### src/esd_pkg.sv
// Shared types, constants and helper functions for the event subframe decoder.
// Depends on nothing; every other file refers to it by scoped names.
`timescale 1ns / 1ps
`default_nettype none

package esd_pkg;

	// Sensor and subframe geometry
	localparam int SENSOR_WIDTH  = 1280;
	localparam int SENSOR_HEIGHT = 720;
	localparam int SUB_WIDTH     = 640;
	localparam int SUB_HEIGHT    = 360;
	localparam int PAD_WORDS     = 0;

	// Word layout
	localparam int WORD_W    = 64;
	localparam int LANES     = 32;
	localparam int LIDX_W    = $clog2(LANES);
	localparam int CODE_W    = 2;
	localparam int WPR       = SUB_WIDTH / LANES;
	localparam int TS_LSB    = 24;
	localparam int TS_W      = 40;
	localparam int SYNC_W    = 24;
	localparam logic [SYNC_W-1:0] SYNC_PATTERN = 24'h00FFFF;
	localparam int IDX_LSB   = 44;
	localparam int IDX_W     = 4;
	localparam logic [IDX_W-1:0] IDX_RIGHT = 4'd1;
	localparam logic [IDX_W-1:0] IDX_DOWN  = 4'd2;
	localparam logic [IDX_W-1:0] IDX_BOTH  = 4'd3;

	// Counter and coordinate widths
	localparam int CW   = (WPR > 1) ? $clog2(WPR) : 1;
	localparam int RW   = (SUB_HEIGHT > 1) ? $clog2(SUB_HEIGHT) : 1;
	localparam int PADW = (PAD_WORDS > 0) ? $clog2(PAD_WORDS + 1) : 1;
	localparam int XW   = $clog2(2 * SUB_WIDTH + SENSOR_WIDTH + 1);
	localparam int YW   = $clog2(2 * SUB_HEIGHT + SENSOR_HEIGHT + 1);
	localparam int XO_W = 11;
	localparam int YO_W = 10;
	localparam int COL_SHIFT = LIDX_W + 1;

	// Timestamp scaling
	localparam int TIME_DIV   = 200;
	localparam int REM_W      = $clog2(TIME_DIV);
	localparam int DIV_BITS   = 8;
	localparam int DIV_STAGES = TS_W / DIV_BITS;
	localparam int TQ_W       = 33;

	// Result queue
	localparam int Q_DEPTH = 16;
	localparam int Q_AW    = $clog2(Q_DEPTH);
	localparam int RES_W   = $clog2(Q_DEPTH + 1);

	// Position within a subframe
	typedef enum logic [1:0] {
		POS_HDR,
		POS_SUB,
		POS_PIX,
		POS_PAD
	} pos_t;

	// Decoded word, front end to divider and merge
	typedef struct packed {
		logic             is_hdr;
		logic             err;
		logic [LANES-1:0] hit;
		logic [LANES-1:0] pol;
		logic [XW-1:0]    xbase;
		logic [YW-1:0]    y;
	} dec_t;

	// Long division state
	typedef struct packed {
		logic [REM_W-1:0] rem;
		logic [TS_W-1:0]  num;
	} div_st_t;

	// Result queue entry
	typedef struct packed {
		logic             kind;
		logic [LANES-1:0] hit;
		logic [LANES-1:0] pol;
		logic [XW-1:0]    xbase;
		logic [YW-1:0]    y;
		logic [TQ_W-1:0]  tim;
	} q_ent_t;

	// DIV_BITS restoring steps: quotient bits shift into num as dividend bits leave
	function automatic div_st_t div_step(div_st_t a);
		div_st_t          r;
		logic [REM_W:0]   t;
		r = a;
		for (int i = 0; i < DIV_BITS; i++) begin
			t = {r.rem, r.num[TS_W-1]};
			r.num = {r.num[TS_W-2:0], 1'b0};
			if (t >= (REM_W+1)'(TIME_DIV)) begin
				t = t - (REM_W+1)'(TIME_DIV);
				r.num[0] = 1'b1;
			end
			r.rem = t[REM_W-1:0];
		end
		return r;
	endfunction

endpackage

`default_nettype wire

### src/esd_lane.sv
// One pixel lane: bounds check and code test for a single 2-bit pixel.
// Depends on esd_pkg.
`timescale 1ns / 1ps
`default_nettype none

module esd_lane (
	input  wire logic [esd_pkg::CODE_W-1:0] code,
	input  wire logic [esd_pkg::XW-1:0]     x,
	input  wire logic                       row_ok,
	output logic                            hit,
	output logic                            pol
);

	logic col_ok;

	// inside the sensor and a nonzero code
	assign col_ok = x < esd_pkg::XW'(esd_pkg::SENSOR_WIDTH);
	assign hit    = col_ok && row_ok && (code != '0);
	assign pol    = code[1];

endmodule

`default_nettype wire

### src/esd_front.sv
// Front end: subframe position tracking, header/subframe decode and the 32 pixel lanes.
// Depends on esd_pkg and esd_lane.
`timescale 1ns / 1ps
`default_nettype none

module esd_front (
	input  wire logic                       clk,
	input  wire logic                       arst_n,
	input  wire logic                       acc,
	input  wire logic [esd_pkg::WORD_W-1:0] word,
	input  wire logic                       start,
	output logic                            vld_s1,
	output esd_pkg::dec_t                   dec_s1,
	output logic [esd_pkg::TS_W-1:0]        ts_s1
);

	esd_pkg::pos_t              pos_q, pos_n, pos_eff;
	logic [esd_pkg::RW-1:0]     row_q, row_n, row_eff;
	logic [esd_pkg::CW-1:0]     col_q, col_n, col_eff;
	logic [esd_pkg::PADW-1:0]   pad_q, pad_n;
	logic                       offx_q, offx_n, offy_q, offy_n;
	logic [esd_pkg::RW:0]       row_inc;
	logic [esd_pkg::CW:0]       col_inc;
	logic [esd_pkg::PADW:0]     pad_inc;
	logic [esd_pkg::IDX_W-1:0]  sub_idx;
	logic [esd_pkg::XW-1:0]     xbase;
	logic [esd_pkg::YW-1:0]     ycur;
	logic                       row_ok;
	logic [esd_pkg::LANES-1:0]  lane_hit, lane_pol;
	esd_pkg::dec_t              dec;

	// chunk start forces header interpretation and clears the row and column counters
	assign pos_eff = start ? esd_pkg::POS_HDR : pos_q;
	assign row_eff = start ? '0 : row_q;
	assign col_eff = start ? '0 : col_q;
	assign row_inc = {1'b0, row_eff} + 1'b1;
	assign col_inc = {1'b0, col_eff} + 1'b1;
	assign pad_inc = {1'b0, pad_q} + 1'b1;
	assign sub_idx = word[esd_pkg::IDX_LSB +: esd_pkg::IDX_W];

	// next position and counters
	always_comb begin
		pos_n  = pos_eff;
		row_n  = row_eff;
		col_n  = col_eff;
		pad_n  = pad_q;
		offx_n = offx_q;
		offy_n = offy_q;
		unique case (pos_eff)
			esd_pkg::POS_HDR: begin
				pos_n = esd_pkg::POS_SUB;
			end
			esd_pkg::POS_SUB: begin
				offx_n = (sub_idx == esd_pkg::IDX_RIGHT) || (sub_idx == esd_pkg::IDX_BOTH);
				offy_n = (sub_idx == esd_pkg::IDX_DOWN) || (sub_idx == esd_pkg::IDX_BOTH);
				row_n  = '0;
				col_n  = '0;
				pos_n  = esd_pkg::POS_PIX;
			end
			esd_pkg::POS_PIX: begin
				col_n = col_inc[esd_pkg::CW-1:0];
				if (col_inc >= (esd_pkg::CW+1)'(esd_pkg::WPR)) begin
					col_n = '0;
					row_n = row_inc[esd_pkg::RW-1:0];
					if (row_inc >= (esd_pkg::RW+1)'(esd_pkg::SUB_HEIGHT)) begin
						row_n = '0;
						pad_n = '0;
						pos_n = (esd_pkg::PAD_WORDS > 0) ? esd_pkg::POS_PAD
						                                  : esd_pkg::POS_HDR;
					end
				end
			end
			esd_pkg::POS_PAD: begin
				if (pad_inc >= (esd_pkg::PADW+1)'(esd_pkg::PAD_WORDS)) begin
					pos_n = esd_pkg::POS_HDR;
				end else begin
					pad_n = pad_inc[esd_pkg::PADW-1:0];
				end
			end
			default: pos_n = esd_pkg::POS_HDR;
		endcase
	end

	// pixel coordinates of lane 0
	assign xbase  = esd_pkg::XW'({col_eff, {esd_pkg::COL_SHIFT{1'b0}}})
	              + esd_pkg::XW'(offx_q);
	assign ycur   = esd_pkg::YW'({row_eff, 1'b0}) + esd_pkg::YW'(offy_q);
	assign row_ok = ycur < esd_pkg::YW'(esd_pkg::SENSOR_HEIGHT);

	// one lane per pixel of the word
	for (genvar k = 0; k < esd_pkg::LANES; k++) begin : g_lane
		esd_lane u_lane (
			.code   (word[esd_pkg::CODE_W*k +: esd_pkg::CODE_W]),
			.x      (esd_pkg::XW'(xbase + esd_pkg::XW'(2 * k))),
			.row_ok (row_ok),
			.hit    (lane_hit[k]),
			.pol    (lane_pol[k])
		);
	end

	// decoded outputs
	always_comb begin
		dec.is_hdr = (pos_eff == esd_pkg::POS_HDR);
		dec.err    = dec.is_hdr && (word[esd_pkg::SYNC_W-1:0] != esd_pkg::SYNC_PATTERN);
		dec.hit    = (pos_eff == esd_pkg::POS_PIX) ? lane_hit : '0;
		dec.pol    = lane_pol;
		dec.xbase  = xbase;
		dec.y      = ycur;
	end

	// state registers
	always_ff @(posedge clk or negedge arst_n) begin
		if (!arst_n) begin
			pos_q  <= esd_pkg::POS_HDR;
			row_q  <= '0;
			col_q  <= '0;
			pad_q  <= '0;
			offx_q <= 1'b0;
			offy_q <= 1'b0;
		end else if (acc) begin
			pos_q  <= pos_n;
			row_q  <= row_n;
			col_q  <= col_n;
			pad_q  <= pad_n;
			offx_q <= offx_n;
			offy_q <= offy_n;
		end
	end

	// stage 1 register
	always_ff @(posedge clk or negedge arst_n) begin
		if (!arst_n) begin
			vld_s1 <= 1'b0;
		end else begin
			vld_s1 <= acc;
		end
	end

	always_ff @(posedge clk) begin
		if (acc) begin
			dec_s1 <= dec;
			ts_s1  <= word[esd_pkg::TS_LSB +: esd_pkg::TS_W];
		end
	end

endmodule

`default_nettype wire

### src/esd_tdiv.sv
// Timestamp divide-by-200 pipeline, 8 quotient bits per stage; carries the decoded word along.
// Depends on esd_pkg.
`timescale 1ns / 1ps
`default_nettype none

module esd_tdiv (
	input  wire logic                    clk,
	input  wire logic                    arst_n,
	input  wire logic                    in_vld,
	input  wire esd_pkg::dec_t           in_dec,
	input  wire logic [esd_pkg::TS_W-1:0] in_ts,
	output logic                         out_vld,
	output esd_pkg::dec_t                out_dec,
	output logic [esd_pkg::TQ_W-1:0]     out_quot
);

	logic              vld_s [esd_pkg::DIV_STAGES];
	esd_pkg::dec_t     dec_s [esd_pkg::DIV_STAGES];
	esd_pkg::div_st_t  st_s  [esd_pkg::DIV_STAGES];
	esd_pkg::div_st_t  st_in;

	assign st_in.rem = '0;
	assign st_in.num = in_ts;

	for (genvar g = 0; g < esd_pkg::DIV_STAGES; g++) begin : g_stage
		// stage valid and payload: one block of long-division steps
		if (g == 0) begin : g_first
			always_ff @(posedge clk or negedge arst_n) begin
				if (!arst_n) begin
					vld_s[g] <= 1'b0;
				end else begin
					vld_s[g] <= in_vld;
				end
			end

			always_ff @(posedge clk) begin
				dec_s[g] <= in_dec;
				st_s[g]  <= esd_pkg::div_step(st_in);
			end
		end else begin : g_next
			always_ff @(posedge clk or negedge arst_n) begin
				if (!arst_n) begin
					vld_s[g] <= 1'b0;
				end else begin
					vld_s[g] <= vld_s[g-1];
				end
			end

			always_ff @(posedge clk) begin
				dec_s[g] <= dec_s[g-1];
				st_s[g]  <= esd_pkg::div_step(st_s[g-1]);
			end
		end
	end

	assign out_vld  = vld_s[esd_pkg::DIV_STAGES-1];
	assign out_dec  = dec_s[esd_pkg::DIV_STAGES-1];
	assign out_quot = st_s[esd_pkg::DIV_STAGES-1].num[esd_pkg::TQ_W-1:0];

endmodule

`default_nettype wire

### src/esd_merge.sv
// Merge stage: timestamp register, result queue and the serializer that turns lane hits
// into one result beat per cycle while the output is not stalled. Depends on esd_pkg.
`timescale 1ns / 1ps
`default_nettype none

module esd_merge (
	input  wire logic                       clk,
	input  wire logic                       arst_n,
	input  wire logic                       take,
	output logic                            room,
	input  wire logic                       d_vld,
	input  wire esd_pkg::dec_t              d_dec,
	input  wire logic [esd_pkg::TQ_W-1:0]   d_quot,
	output logic                            out_vld,
	input  wire logic                       out_rdy,
	output logic                            out_kind,
	output logic [esd_pkg::XO_W-1:0]        out_x,
	output logic [esd_pkg::YO_W-1:0]        out_y,
	output logic                            out_pol,
	output logic [esd_pkg::TQ_W-1:0]        out_time,
	output logic                            out_last
);

	logic [esd_pkg::TQ_W-1:0]   stime_q;
	esd_pkg::q_ent_t            qmem_q [esd_pkg::Q_DEPTH];
	esd_pkg::q_ent_t            ent;
	logic [esd_pkg::Q_AW-1:0]   wr_ptr_q, rd_ptr_q;
	logic [esd_pkg::RES_W-1:0]  cnt_q, res_q;
	esd_pkg::q_ent_t            cur_q;
	logic                       cur_vld_q;
	logic                       push, drop, pop, adv, emit, done;
	logic [esd_pkg::LANES-1:0]  rest;
	logic [esd_pkg::LIDX_W-1:0] lo_idx;
	logic [esd_pkg::XW-1:0]     ex;

	// build queue entry; header timestamp bypasses the register
	always_comb begin
		ent.kind  = d_dec.err;
		ent.hit   = d_dec.hit;
		ent.pol   = d_dec.pol;
		ent.xbase = d_dec.xbase;
		ent.y     = d_dec.y;
		ent.tim   = d_dec.is_hdr ? d_quot : stime_q;
	end

	assign push = d_vld && (d_dec.err || (d_dec.hit != '0));
	assign drop = d_vld && !push;

	// serializer: lowest remaining hit goes out first
	always_comb begin
		lo_idx = '0;
		for (int i = esd_pkg::LANES - 1; i >= 0; i--) begin
			if (cur_q.hit[i]) begin
				lo_idx = esd_pkg::LIDX_W'(i);
			end
		end
	end

	assign rest = cur_q.hit & (cur_q.hit - 1'b1);
	assign done = cur_q.kind || (rest == '0);
	assign adv  = !out_vld || out_rdy;
	assign emit = cur_vld_q && adv;
	assign pop  = (cnt_q != '0) && (!cur_vld_q || (emit && done));
	assign ex   = esd_pkg::XW'(cur_q.xbase + esd_pkg::XW'({lo_idx, 1'b0}));

	// reservations cover queue plus words still in flight
	assign room = res_q < esd_pkg::RES_W'(esd_pkg::Q_DEPTH);

	always_ff @(posedge clk or negedge arst_n) begin
		if (!arst_n) begin
			stime_q   <= '0;
			wr_ptr_q  <= '0;
			rd_ptr_q  <= '0;
			cnt_q     <= '0;
			res_q     <= '0;
			cur_vld_q <= 1'b0;
			out_vld   <= 1'b0;
		end else begin
			if (d_vld && d_dec.is_hdr) begin
				stime_q <= d_quot;
			end
			if (push) begin
				wr_ptr_q <= wr_ptr_q + 1'b1;
			end
			if (pop) begin
				rd_ptr_q <= rd_ptr_q + 1'b1;
			end
			cnt_q <= cnt_q + esd_pkg::RES_W'(push) - esd_pkg::RES_W'(pop);
			res_q <= res_q + esd_pkg::RES_W'(take) - esd_pkg::RES_W'(pop)
			       - esd_pkg::RES_W'(drop);
			if (pop) begin
				cur_vld_q <= 1'b1;
			end else if (emit && done) begin
				cur_vld_q <= 1'b0;
			end
			if (emit) begin
				out_vld <= 1'b1;
			end else if (out_rdy) begin
				out_vld <= 1'b0;
			end
		end
	end

	// queue storage and current entry
	always_ff @(posedge clk) begin
		if (push) begin
			qmem_q[wr_ptr_q] <= ent;
		end
		if (pop) begin
			cur_q <= qmem_q[rd_ptr_q];
		end else if (emit) begin
			cur_q.hit <= rest;
		end
	end

	// output register
	always_ff @(posedge clk) begin
		if (emit) begin
			out_kind <= cur_q.kind;
			out_x    <= cur_q.kind ? '0 : esd_pkg::XO_W'(ex);
			out_y    <= cur_q.kind ? '0 : esd_pkg::YO_W'(cur_q.y);
			out_pol  <= cur_q.kind ? 1'b0 : cur_q.pol[lo_idx];
			out_time <= cur_q.tim;
			out_last <= done;
		end
	end

endmodule

`default_nettype wire

### src/event_subframe_decoder_core.sv
// Top level of the event subframe decoder: front end, timestamp divider and merge stage.
// Depends on esd_pkg, esd_front, esd_tdiv and esd_merge.
//
//   channel | direction | handshake           | payload
//   --------+-----------+---------------------+-------------------------------------------
//   input   | in        | in_valid / in_ready | data_word, start_of_chunk
//   result  | out       | out_valid/out_ready | kind, event_x, event_y, polarity,
//           |           |                     | event_time, last
//
// One word is taken per cycle while the 16-entry result queue has a free reservation.
// An accepted word passes one decode stage and five divide stages before the queue write;
// from the queue it moves to the serializer's current entry and then to the output register.
// The serializer gives one result per cycle while out_ready allows, so a word with n events gives n results.
// Reset is asynchronous and clears all control state; no clearing pass is needed.
// A stalled output holds its beat; the input side keeps going until reservations run out.
`timescale 1ns / 1ps
`default_nettype none

module event_subframe_decoder_core (
	input  wire logic                        clk,
	input  wire logic                        arst_n,
	input  wire logic                        in_valid,
	output logic                             in_ready,
	input  wire logic [esd_pkg::WORD_W-1:0]  data_word,
	input  wire logic                        start_of_chunk,
	output logic                             out_valid,
	input  wire logic                        out_ready,
	output logic                             kind,
	output logic [esd_pkg::XO_W-1:0]         event_x,
	output logic [esd_pkg::YO_W-1:0]         event_y,
	output logic                             polarity,
	output logic [esd_pkg::TQ_W-1:0]         event_time,
	output logic                             last
);

	logic                      acc;
	logic                      room;
	logic                      vld_s1;
	esd_pkg::dec_t             dec_s1;
	logic [esd_pkg::TS_W-1:0]  ts_s1;
	logic                      dv_vld;
	esd_pkg::dec_t             dv_dec;
	logic [esd_pkg::TQ_W-1:0]  dv_quot;

	assign in_ready = room;
	assign acc      = in_valid && room;

	esd_front u_front (
		.clk    (clk),
		.arst_n (arst_n),
		.acc    (acc),
		.word   (data_word),
		.start  (start_of_chunk),
		.vld_s1 (vld_s1),
		.dec_s1 (dec_s1),
		.ts_s1  (ts_s1)
	);

	esd_tdiv u_tdiv (
		.clk      (clk),
		.arst_n   (arst_n),
		.in_vld   (vld_s1),
		.in_dec   (dec_s1),
		.in_ts    (ts_s1),
		.out_vld  (dv_vld),
		.out_dec  (dv_dec),
		.out_quot (dv_quot)
	);

	esd_merge u_merge (
		.clk      (clk),
		.arst_n   (arst_n),
		.take     (acc),
		.room     (room),
		.d_vld    (dv_vld),
		.d_dec    (dv_dec),
		.d_quot   (dv_quot),
		.out_vld  (out_valid),
		.out_rdy  (out_ready),
		.out_kind (kind),
		.out_x    (event_x),
		.out_y    (event_y),
		.out_pol  (polarity),
		.out_time (event_time),
		.out_last (last)
	);

endmodule

`default_nettype wire

### config.mk
export PLATFORM = sky130hd
export DESIGN_NAME = event_subframe_decoder_core
export DESIGN_NICKNAME = d
export VERILOG_FILES = /design/src/esd_pkg.sv /design/src/esd_lane.sv /design/src/esd_front.sv /design/src/esd_tdiv.sv /design/src/esd_merge.sv /design/src/event_subframe_decoder_core.sv
export SDC_FILE = /design/constraint.sdc
export NUM_CORES = 2
export LEC_CHECK = 0
export ABC_AREA = 1
export BUFFER_PORTS_ARGS = -buffer_cell sky130_fd_sc_hd__buf_2
export CAP_MARGIN = 20
export CORE_MARGIN = 2
export CORE_UTILIZATION = 40
export DETAILED_ROUTE_END_ITERATION = 8
export PLACE_DENSITY = 0.66
export RECOVER_POWER = 25
export SLEW_MARGIN = 10
export SYNTH_ARGS = -nofsm -noshare
export SYNTH_HDL_FRONTEND = slang
export SYNTH_SLANG_ARGS = --single-unit
### constraint.sdc
create_clock -name clk -period 7.08 [get_ports clk]
set_input_delay 0.354 -clock clk [delete_from_list [all_inputs] [get_ports clk]]
set_output_delay 0.354 -clock clk [all_outputs]
set_load 0.05 [all_outputs]
==> metrics.txt <==
status complete, but fails checks; failing checks capacitance limit, slew limit; Horiz. Die Dim 510 um; cells after synthesis 8032; via/cell ratio 5.54; Die ar. 260000 um2; Die Ht 510 um; Avg Inst Size Synth 12.8 um2; cell mode on critical path nand2_2; TritonRoute pass-1 iters 6; total vias in the final route 65900; synth top area cells edfxtp_1, dfxtp_1, nand2_1; drt total wl 271000 um; CTS tree yes; Required @ worst endpoint 7890 ps; CP Launch Type flip-flop; IO buf count 127; post-route setup TNS 0 ps; CORE AREA 254000 um2; Slew headroom -0.167; residual DRC count 0; top-area cell type share of the netlist area 0.614; row count 185; clk_skew 73.5 ps; CTS sink cnt 2732; vias in the first global route 63400; initial antenna violation count 17; Distinct cells, synth 58; Final Critical Period 6700 ps; hpwl dp 137000 um; CP peak stage delay 370 ps; Initial Utilization 0.403; Seq/Total Area, Yosys 0.742; clock tree buffer depth 4; Mapped Nets 8159; Final period util 0.946; Final GP Congestion 0.854; area leader, netlist edfxtp_1; CTS H-Tree Depth 5; design area 118000 um2; total of max-cap violations 1; Root Buffer clkbuf_16; drt wl/cell 22.8 um; first-pass GRT wire length 398000 um; Hold WC Path Type input port to flip-flop; Initial DRC Count 7952; critical path fanouts, max 9; area grow syn2layout 15.4%; Worst Tran Pin Value 1750 ps; Buf/Inv on CP 13; Antenna Nets Post-Route 0; Worst path slowest cell dfxtp_4; overflow left after global routing 0; largest net degree at the start of global routing 220; maximum clock frequency 0.149 GHz; Crit. End Element flip-flop; endpoints failing setup 0; post-synthesis register bit count 2732; Max Transition Viols Final 18; Yosys warnings 0; clock transition at the registers of the reported paths 60 ps; gr usage total 0.202; nets 8434; critical path class flip-flop to flip-flop; worst-skew pair later-pin latency 950 ps; CP delay by family, top simple AND/OR/NAND/NOR gates; layout cells sized above 1 0.130; placed inst area 107000 um2; final hold vios 0; critical path arrival 7500 ps; TritonCTS Buffers 291; io pins 128; Synth Cell Area 103000 um2
## what timing repair did
| item | CTS | global route |
|---|---|---|
| setup buffers | 9 | 60 |
| endpoints found under the setup margin | 16 | 22 |
| hold buffers | 69 | 0 |
| resized for setup | 16 | 110 |
| endpoints found under the hold margin | 144 | 0 |
| pin swaps | 15 | 64 |
## layout by cell type (no fill, tap or decap), types with 31 or more instances in the layout
cell type         n
a21oi_1         362
a221oi_1        122
a31oi_1          45
buf_2            81
buf_4           140
clkbuf_1        123
clkbuf_16       302
clkbuf_8         34
clkinv_1         31
dfrtp_1          73
dfxtp_1         551
dlygate4sd3_1    68
edfxtp_1       2096
ha_1             34
inv_1           351
inv_2            39
nand2_1        1197
nand2_2         123
nand2_4          52
nand3_1         334
nand3_2          40
nand3_4          35
nand4_1         173
nor2_1          760
nor2_4           44
o21ai_0         699
o221ai_1        106
o22ai_1         132
xor2_1           47
## layer usage
metal / vias to the layer above / wire length, um / share of wire / track usage
met5: - / 137 / 0.00051 / 0
met4: 20 / 8390 / 0.031 / 0.0686
met3: 589 / 26700 / 0.099 / 0.0388
met2: 3209 / 126000 / 0.47 / 0.322
met1: 32700 / 110000 / 0.40 / 0.278
li1: 29500 / - / - / -
## logic make-up (layout without fill, tap and decap cells)
logic type | count (synthesis) | in the layout | share of synthesized area
AO/OA/AOI/OAI | 1525 | 1525 | 0.0867
XOR/XNOR | 65 | 65 | 0.00570
adder cells (fa/ha/maj) | 58 | 58 | 0.00730
buffers and inverters | 793 | 1286 | 0.0292
flip-flops | 2732 | 2732 | 0.742
other | 0 | 4 | 0
AND/OR/NAND/NOR | 2859 | 2859 | 0.129
## synthesized netlist by cell type, drive strengths merged
| cell type | number |
|---|---|
| nand3 | 409 |
| clkbuf | 362 |
| o21ai | 716 |
| o221ai | 106 |
| nand3b | 14 |
| or2 | 7 |
| ha | 55 |
| xnor2 | 14 |
| o211ai | 12 |
| edfxtp | 2096 |
| o21a | 2 |
| nand4 | 175 |
| o2111ai | 2 |
| o22ai | 132 |
| a221oi | 122 |
| o41ai | 5 |
| fa | 3 |
| dfrtp | 77 |
| nor3 | 16 |
| a21oi | 373 |
| inv | 401 |
| nor4 | 28 |
| o21bai | 2 |
| clkinv | 6 |
| nand2 | 1373 |
| or4 | 1 |
| buf | 24 |
| a21boi | 4 |
| o31ai | 3 |
| xor2 | 51 |
| dfxtp | 559 |
| nor2 | 836 |
| a41oi | 1 |
| a31oi | 45 |
## registers in the layout, summed over array words and instances (netlist names), 2 cells and up
signal / cells
u_merge.out_x: 11
u_merge.rd_ptr_q: 4
u_merge.qmem_q: 1824
u_front.col_q: 5
u_merge.stime_q: 33
u_front.pos_q: 2
u_tdiv.dec_s: 365
u_merge.res_q: 5
u_front.ts_s1: 39
u_merge.wr_ptr_q: 4
u_merge.out_y: 10
u_merge.cur_q: 114
u_tdiv.st_s: 194
u_merge.out_time: 33
u_front.dec_s1: 62
u_merge.cnt_q: 5
u_tdiv.vld_s: 4
u_front.row_q: 9
## layout make-up
cell class	count	area, um2
clock inverter	99	1060
timing repair buffer	368	2920
antenna	4	10.0
inverter	407	1580
fill	21800	136000
tap	3366	4210
clock buffer	412	8310
sequential	2732	76100
multi-input combinational	4507	24100
## stage by stage
| step | utilization | cells | hold slack, ps | worst slack (ps) |
|---|---|---|---|---|
| detailed placement | 0.421 | 11200 | 312 | -401 |
| floorplan | - | 8032 | 58.4 | 370 |
| finish | 0.465 | 11900 | 95.7 | 384 |
| global route | 0.465 | 11900 | 80.1 | -153 |
| CTS | 0.461 | 11800 | 24.3 | 0.341 |
| global placement | 0.421 | 11200 | 311 | 19.9 |
## worst register-to-register path, delay by kind of cell (launching register included)
kind,cells,cell delay (ps)
flops,1,370
fa+ha+maj,6,1110
buf+inv,13,1090
simple gates,41,4010
## final timing paths
check | from | end | slack, ps | cells after the start
max in group asynchronous | arst_n | u_merge.rd_ptr_q[0] | 4460 | 4
min in group asynchronous | arst_n | u_merge.stime_q[29] | 990 | 3
worst min register to register | u_tdiv.dec_s[0][187] | u_tdiv.dec_s[0][276] | 270 | 0
worst max-delay path | u_tdiv.st_s[0][42] | u_tdiv.st_s[0][94] | 380 | 60
worst min-delay path | in_valid | u_front.pos_q[0] | 100 | 4
worst max register to register | u_tdiv.st_s[0][42] | u_tdiv.st_s[0][94] | 380 | 60
Power is not shown: default switching activity piles up to over one toggle a cycle in this logic, so the estimate is an artifact.
